===== src/nfd_pkg.sv =====
// package for the nfa to dfa subset construction core
// operation and result codes, default sizes and the result word type
// no dependencies
`default_nettype none

package nfd_pkg;

    // default sizes of the core
    localparam int NFA_STATES_DEF = 16;
    localparam int ALPHABET_DEF   = 32;
    localparam int DFA_STATES_DEF = 256;

    // input operation codes
    typedef enum logic [1:0] {
        OP_LOAD  = 2'd0,
        OP_MARK  = 2'd1,
        OP_BEGIN = 2'd2,
        OP_STEP  = 2'd3
    } t_op;

    // result kinds
    typedef enum logic [1:0] {
        K_EDGE     = 2'd0,
        K_RECORD   = 2'd1,
        K_DONE     = 2'd2,
        K_OVERFLOW = 2'd3
    } t_kind;

    // one result word
    typedef struct packed {
        t_kind       kind;
        logic [15:0] from_set;
        logic [4:0]  edge_letter;
        logic [15:0] to_set;
        logic        accepting;
        logic        last;
    } t_result;

endpackage

`default_nettype wire


===== src/nfd_ifs.sv =====
// channel interfaces of the subset construction core: input, result, config
// valid/ready handshake, a word moves when both are high
// no dependencies
`default_nettype none


interface nfd_out_if;
    logic        valid;
    logic        ready;
    logic [1:0]  kind;
    logic [15:0] from_set;
    logic [4:0]  edge_letter;
    logic [15:0] to_set;
    logic        accepting;
    logic        last;
    modport source (output valid, kind, from_set, edge_letter, to_set, accepting, last,
                    input ready);
    modport sink (input valid, kind, from_set, edge_letter, to_set, accepting, last,
                  output ready);
endinterface


`default_nettype wire


===== src/nfd_out_stage.sv =====
// result output register of the subset construction core
// holds one result word until the sink takes it
// depends on nfd_pkg and nfd_out_if
`default_nettype none

module nfd_out_stage (
    input  wire logic             i_clk,
    input  wire logic             i_rst_n,
    input  wire logic             i_push,
    input  wire nfd_pkg::t_result i_word,
    output logic                  o_free,
    nfd_out_if.source             o_out
);

    logic             r_valid;
    nfd_pkg::t_result r_word;

    assign o_free = !r_valid || o_out.ready;

    // valid flag
    always_ff @(posedge i_clk) begin
        if (!i_rst_n) begin
            r_valid <= 1'b0;
        end else if (o_free) begin
            r_valid <= i_push;
        end
    end

    // payload
    always_ff @(posedge i_clk) begin
        if (i_push && o_free) begin
            r_word <= i_word;
        end
    end

    assign o_out.valid       = r_valid;
    assign o_out.kind        = r_word.kind;
    assign o_out.from_set    = r_word.from_set;
    assign o_out.edge_letter = r_word.edge_letter;
    assign o_out.to_set      = r_word.to_set;
    assign o_out.accepting   = r_word.accepting;
    assign o_out.last        = r_word.last;

endmodule

`default_nettype wire


===== src/flat_wrapper.sv =====
// flat-port wrapper written by rule: the top's interface ports become plain ports
module nfd_out_stage_flat 
  (i_clk, i_rst_n, i_push, i_word, o_free, o_out_valid, o_out_kind, o_out_from_set, o_out_edge_letter, o_out_to_set, o_out_accepting, o_out_last, o_out_ready);
  nfd_out_if o_out_i ();
  input  wire logic i_clk;
  input  wire logic i_rst_n;
  input  wire logic i_push;
  input  wire nfd_pkg::t_result i_word;
  output logic o_free;
  output wire logic [$bits(o_out_i.valid)-1:0] o_out_valid;
  output wire logic [$bits(o_out_i.kind)-1:0] o_out_kind;
  output wire logic [$bits(o_out_i.from_set)-1:0] o_out_from_set;
  output wire logic [$bits(o_out_i.edge_letter)-1:0] o_out_edge_letter;
  output wire logic [$bits(o_out_i.to_set)-1:0] o_out_to_set;
  output wire logic [$bits(o_out_i.accepting)-1:0] o_out_accepting;
  output wire logic [$bits(o_out_i.last)-1:0] o_out_last;
  input wire logic [$bits(o_out_i.ready)-1:0] o_out_ready;
  assign o_out_valid = o_out_i.valid;
  assign o_out_kind = o_out_i.kind;
  assign o_out_from_set = o_out_i.from_set;
  assign o_out_edge_letter = o_out_i.edge_letter;
  assign o_out_to_set = o_out_i.to_set;
  assign o_out_accepting = o_out_i.accepting;
  assign o_out_last = o_out_i.last;
  assign o_out_i.ready = o_out_ready;
  nfd_out_stage u_core (.i_clk(i_clk), .i_rst_n(i_rst_n), .i_push(i_push), .i_word(i_word), .o_free(o_free), .o_out(o_out_i));
endmodule

===== config.mk =====
export PLATFORM = sky130hd
export DESIGN_NAME = nfd_out_stage_flat
export DESIGN_NICKNAME = d
export VERILOG_FILES = /design/src/nfd_pkg.sv /design/src/nfd_ifs.sv /design/src/nfd_out_stage.sv /design/src/flat_wrapper.sv
export SDC_FILE = /design/constraint.sdc
export NUM_CORES = 1
export LEC_CHECK = 0
export BUFFER_PORTS_ARGS = -buffer_cell sky130_fd_sc_hd__buf_2
export CORE_MARGIN = 8
export CORE_UTILIZATION = 40
export CTS_CLUSTER_SIZE = 8
export DETAILED_ROUTE_END_ITERATION = 6
export PLACE_DENSITY = 0.78
export SYNTH_ARGS = -nofsm -noshare
export SYNTH_HDL_FRONTEND = slang
export SYNTH_SLANG_ARGS = --single-unit

===== constraint.sdc =====
create_clock -name i_clk -period 1.5 [get_ports i_clk]
set_input_delay 0.075 -clock i_clk [delete_from_list [all_inputs] [get_ports i_clk]]
set_output_delay 0.075 -clock i_clk [all_outputs]
set_load 0.005 [all_outputs]

==> flow_summary.json, run 1 <==
{
  "dr.pass1.iters": 4,
  "avgSynthCellArea_um2": 28.0,
  "synth_cell_type_count": 6,
  "fin_skew_ns": 0.00770,
  "grt_antenna_before_repair": 0,
  "initial_core_util_pct": 42.2,
  "finalInstanceArea_um2": 2290,
  "grt_max_degree": 34,
  "min_period_ns": 1.24,
  "die_w_um": 72.8,
  "criticalPathCategory": "register to register",
  "peakVddDrop_v": 0.000710,
  "setup_violations": 0,
  "cts_tree": "done",
  "tightest_slew_ns": 0.178,
  "syn_inst": 46,
  "htreeDepth": 2,
  "cp.required_ns": 1.79,
  "num-fill-cells": 185,
  "antenna_cells": 0,
  "rsz0062_at_grt": "no",
  "arrival_ns": 1.53,
  "core_area_um2": 3050,
  "hold_class": "input pin to register",
  "max_freq_mhz": 808,
  "drc": 0,
  "port_buffers": 87,
  "synth_area_leader_cell": "edfxtp_1",
  "drtIter0Drc": 38,
  "syn_area_um2": 1290,
  "drive_gt1_share_pct": 53.0,
  "place_area_um2": 1800,
  "worst_slew_margin_rel_pct": 88.1,
  "row_count": 20,
  "power.leakage_uw": 0.000993,
  "yosysWarnings": 0,
  "syn_to_final_growth_pct": 77.7,
  "hold_violations": 0,
  "layout_commonest_cell": "buf_2",
  "synth_fp_nets": 91,
  "clkTransAtPathRegs_ns": 0.12,
  "synth_area_leaders": "edfxtp_1 96%, dfxtp_1 1.6%, nand2b_4 1.1%",
  "status": "complete, no violations",
  "cts.sinks": 42,
  "grt_pass1_wl_um": 6150,
  "post_drt_wl_per_cell_um": 17.7,
  "holdPathStages": 2,
  "critPathLaunchType": "register",
  "ant_nets": 0,
  "via_per_inst": 4.35,
  "place.gp.congestion": 0.662,
  "yosysSeqAreaShare_pct": 97.1,
  "cts_made_buffers": 5,
  "synth_top_area_share_pct": 95.5,
  "grt_overflow": 0,
  "total_power_uw": 2220,
  "power.density_nw_per_um2": 971,
  "cts_buffer_depth": 2,
  "grt_usage_pct": 16.1,
  "finalCritPeriodShare_pct": 82.5,
  "cts_resized": 0,
  "vias": 997,
  "die_y_um": 72.8,
  "cap_violations": 0,
  "fin_setup_tns_ns": 0,
  "die_area_um2": 5290,
  "nNetsFinal": 229,
  "ctsRootBufferMaster": "clkbuf_4",
  "slew_violations": 0,
  "end_kind": "register",
  "critPathMaxFanout": 3,
  "synth_seq_cells": 42,
  "r2r_cells": 3,
  "wirelength_um": 4050,
  "mostFrequentLayoutCells": "87 x buf_2, 43 x dlygate4sd3_1, 41 x edfxtp_1",
  "num_io_pins": 88,
  "clk_latency_ns": 0.34,
  "grt_pass1_vias": 1205
}
==> repair_timing <==
item                      4_1_cts  5_1_grt
hold endpoints to repair       42        0
hold buffers                   43        0
buffers inserted                0        0
==> critical path: stages (launching register included) <==
cell and delay (ns):
dfxtp_1 0.41, nand2b_4 0.08, a21boi_2 0.14, dlygate4sd3_1 0.55
==> cell type report <==
class | instances | area [um2] | share of cell area (%)
Sequential cell | 42 | 1250 | 54.6
Timing Repair Buffer | 131 | 886 | 38.7
Clock buffer | 7 | 55.1 | 2.40
Tap cell | 44 | 55.1 | 2.40
Multi-Input combinational cell | 3 | 33.8 | 1.48
Clock inverter | 1 | 5.00 | 0.219
Inverter | 1 | 3.75 | 0.164
==> cell families (layout without fill, tap and decap cells) <==
family	Yosys count	count (layout)	synth area share (%)
flops	42	42	97.1
simple gates	2	2	1.75
compound gates	1	1	0.874
buf+inv	1	140	0.291
==> cells in the mapped netlist <==
library cell	count
edfxtp_1	41
inv_1	1
and2_4	1
dfxtp_1	1
nand2b_4	1
a21boi_2	1
==> where the power goes <==
group	internal [uW]	total (uW)	switching [uW]
clock	227	562	334
combinational	167	273	106
sequential	1370	1390	19.8
==> through the flow <==
step | util (%) | hold slack [ns] | std cells | worst slack, ns
floorplan | - | 0.174 | 46 | 0.335
global placement | 58.9 | 0.252 | 178 | 0.366
detailed placement | 58.9 | 0.253 | 178 | 0.326
CTS | 75.0 | 0.170 | 229 | 0.313
finish | 75.0 | 0.195 | 229 | 0.263
global route | 75.0 | 0.184 | 229 | 0.233
==> registers in the layout (all words and copies together) (netlist names) <==
| register | count |
|---|---|
| u_core.o_out.accepting | 1 |
| u_core.o_out.edge_letter | 5 |
| u_core.o_out.from_set | 16 |
| u_core.o_out.kind | 2 |
| u_core.o_out.last | 1 |
| u_core.o_out.to_set | 16 |
| u_core.o_out.valid | 1 |
==> layer usage <==
| layer | wire, um | vias to the layer above | track usage (%) |
|---|---|---|---|
| met5 | 0 | - | 0 |
| met4 | 110 | 0 | 10.2 |
| met3 | 514 | 11 | 8.93 |
| met2 | 2030 | 69 | 27.4 |
| met1 | 1390 | 460 | 14.4 |
| li1 | - | 457 | - |
==> worst paths after layout <==
path,from,endpoint,slack (ns)
max,u_core.o_out.valid,u_core.o_out.valid,0.26
min,i_push,u_core.o_out.from_set[0],0.20
max reg2reg,u_core.o_out.valid,u_core.o_out.valid,0.26
min reg2reg,u_core.o_out.valid,u_core.o_out.from_set[0],0.83
Note: power is estimated with default switching activity, not from simulation.
==> run 2: changes to the inputs <==
ABC_AREA = 1   (was default)
clock period = 1.2 ns   (was 1.5 ns; I/O delays follow)
==> run 2 against run 1 <==
Net effect:
- final cell count rose by 1.3%
- die area fell by 0.37%
- global-route usage fell by 0.86 points
- register-to-register slack got worse by 0.12 ns
- first-iteration DRC count did not move
==> flow_summary.json, run 2 <==
{
  "nNetsFinal": 232,
  "synth_top_area_share_pct": 96.0,
  "grt_usage_pct": 15.3,
  "cp.required_ns": 1.26,
  "cts_tree": "done",
  "initial_core_util_pct": 42.0,
  "synth_seq_cells": 42,
  "stdcell_count": 232,
  "critPathMaxStageDelay_ns": 0.52,
  "fin_skew_ns": 0.00804,
  "crit_path_top_delay_cell": "dlygate4sd3_1",
  "postCtsSetupRepairBufs": 0,
  "htreeDepth": 2,
  "grt_use_met2_pct": 24.4,
  "met3_usage_pct": 8.93,
  "synth_common_cells": "41 x edfxtp_1, 2 x inv_1",
  "min_period_ns": 1.08,
  "fin_hold_ws_ns": 0.0275,
  "worst_slew_margin_rel_pct": 86.6,
  "synth_cell_type_count": 7,
  "holdPathStages": 3,
  "cts_buffer_depth": 2,
  "grt_pass1_wl_um": 5910,
  "drtIter0Drc": 38,
  "synth.most_common_cell": "edfxtp_1",
  "ctsRootBufferMaster": "clkbuf_4",
  "vias": 991,
  "syn_inst": 48,
  "core_area_um2": 3050,
  "grt_overflow": 0,
  "synthFlopType": "edfxtp_1",
  "die_w_um": 72.6,
  "status": "complete, no violations",
  "synth_edf_count": 41,
  "setup_violations": 0,
  "grtUsageMet1_pct": 15.8,
  "synthArstFlopShare_pct": 0,
  "pre_cts_slack_ns": 0.170,
  "wirelength_um": 4000,
  "drive_gt1_share_pct": 53.7,
  "mostFrequentLayoutCells": "87 x buf_2, 43 x dlygate4sd3_1, 41 x edfxtp_1",
  "place.gp.congestion": 0.672,
  "grt_max_degree": 22,
  "yosysSeqAreaShare_pct": 97.6,
  "drc": 0,
  "post_drt_wl_per_cell_um": 17.2,
  "hold_class": "input pin to register",
  "synth_area_leader_cell": "edfxtp_1",
  "cts.sinks": 42,
  "hpwl_um": 2220,
  "criticalPathCategory": "input pin to register",
  "rsz0062_at_grt": "no",
  "critPathLaunchType": "input pin",
  "crit_path_cell_trace": "dlygate4sd3_1 -> buf_2 -> inv_2 -> a21oi_4 -> buf_12",
  "cts_made_buffers": 5,
  "hold_violations": 0,
  "power.density_nw_per_um2": 1180,
  "synth_area_leaders": "edfxtp_1 96%, dfxtp_1 1.6%, a21oi_2 0.68%",
  "syn_to_final_growth_pct": 80.3,
  "layout_commonest_cell": "buf_2",
  "die_y_um": 72.6,
  "grt-busiest-layer": "met2",
  "fin_setup_tns_ns": 0,
  "tightest_slew_ns": 0.200,
  "critPathMaxFanout": 21,
  "num_io_pins": 88,
  "max_freq_mhz": 927,
  "ant_nets": 0,
  "cap_violations": 0,
  "avgSynthCellArea_um2": 26.7,
  "dr.pass1.iters": 4,
  "port_buffers": 87,
  "placed_cells": 181,
  "end_kind": "register",
  "r2r_cells": 2,
  "syn_area_um2": 1280,
  "row_count": 20,
  "antenna_cells": 0,
  "setup_ws_ns": 0.121,
  "arrival_ns": 1.14,
  "clkTransAtPathRegs_ns": 0.11,
  "grt_pass1_vias": 1111,
  "grt_antenna_before_repair": 0,
  "power.leakage_uw": 0.000996,
  "clk_latency_ns": 0.35,
  "peakVddDrop_v": 0.000848,
  "die_area_um2": 5270,
  "via_per_inst": 4.27,
  "finalCritPeriodShare_pct": 89.9,
  "yosysWarnings": 0,
  "synth_fp_nets": 93,
  "slew_violations": 0
}
==> run 2: cell count changes after synthesis, sizes merged <==
| cell | previous run | this run |
|---|---|---|
| a21oi | 0 | 2 |
| inv | 1 | 3 |
| a21boi | 1 | 0 |
| and2 | 1 | 0 |
| nand2 | 0 | 1 |
| nand2b | 1 | 0 |
==> run 2: report_power, final <==
part,leakage (uW),switching (uW),internal [uW]
Combinational,0.000562,136,214
Sequential,0.000406,25.0,1710
Clock,0.0000286,437,218
Total,0.000996,597,2140
==> run 2: path summary, 6_finish.rpt <==
kind                      start  slack, ns                     end
max                 o_out_ready       0.12  u_core.o_out.to_set[4]
min                      i_push       0.03      u_core.o_out.valid
max reg2reg  u_core.o_out.valid       0.14  u_core.o_out.to_set[4]
min reg2reg  u_core.o_out.valid       0.53      u_core.o_out.valid
==> run 2: cell families (layout without fill, tap and decap cells) <==
family	count (synthesis)	after routing	share of synthesized area, %
buffers and inverters	3	143	0.878
and+or+nand+nor	1	1	0.488
AOI/OAI and AO/OA	2	2	1.07
DFF	42	42	97.6
==> run 2: area by class of cell <==
| cell class | count | area, um2 |
|---|---|---|
| fill | 197 | 741 |
| clock inverter | 3 | 16.3 |
| tap | 44 | 55.1 |
| multi-input combinational | 3 | 31.3 |
| sequential | 42 | 1250 |
| inverter | 3 | 11.3 |
| timing repair buffer | 132 | 906 |
| clock buffer | 5 | 37.5 |
==> run 2: critical path: cells and delay by family <==
kind	cells	cell delay (ns)
buffers and inverters	4	0.86
AO/OA/AOI/OAI	1	0.21
==> run 2: per-layer routing <==
metal | wire (um) | vias up
met5 | 0 | -
met1 | 1450 | 449
met2 | 1980 | 65
met3 | 489 | 11
met4 | 85 | 0
li1 | - | 466
==> run 2: timing repair <==
action | in CTS | in global routing
resized for setup | 0 | 1
endpoints found under the setup margin | 0 | 1
hold buffers | 43 | 1
hold endpoints to repair | 42 | 1
==> run 2: stage by stage <==
stage	instance area, um2	util, %	total power (uW)
4_1_cts	2310	75.7	2740
3_3_place_gp	1830	59.8	1990
2_1_floorplan	1290	-	1820
3_5_place_dp	1830	59.8	2000
6_report	2310	75.7	2740
5_1_grt	2310	75.7	2840
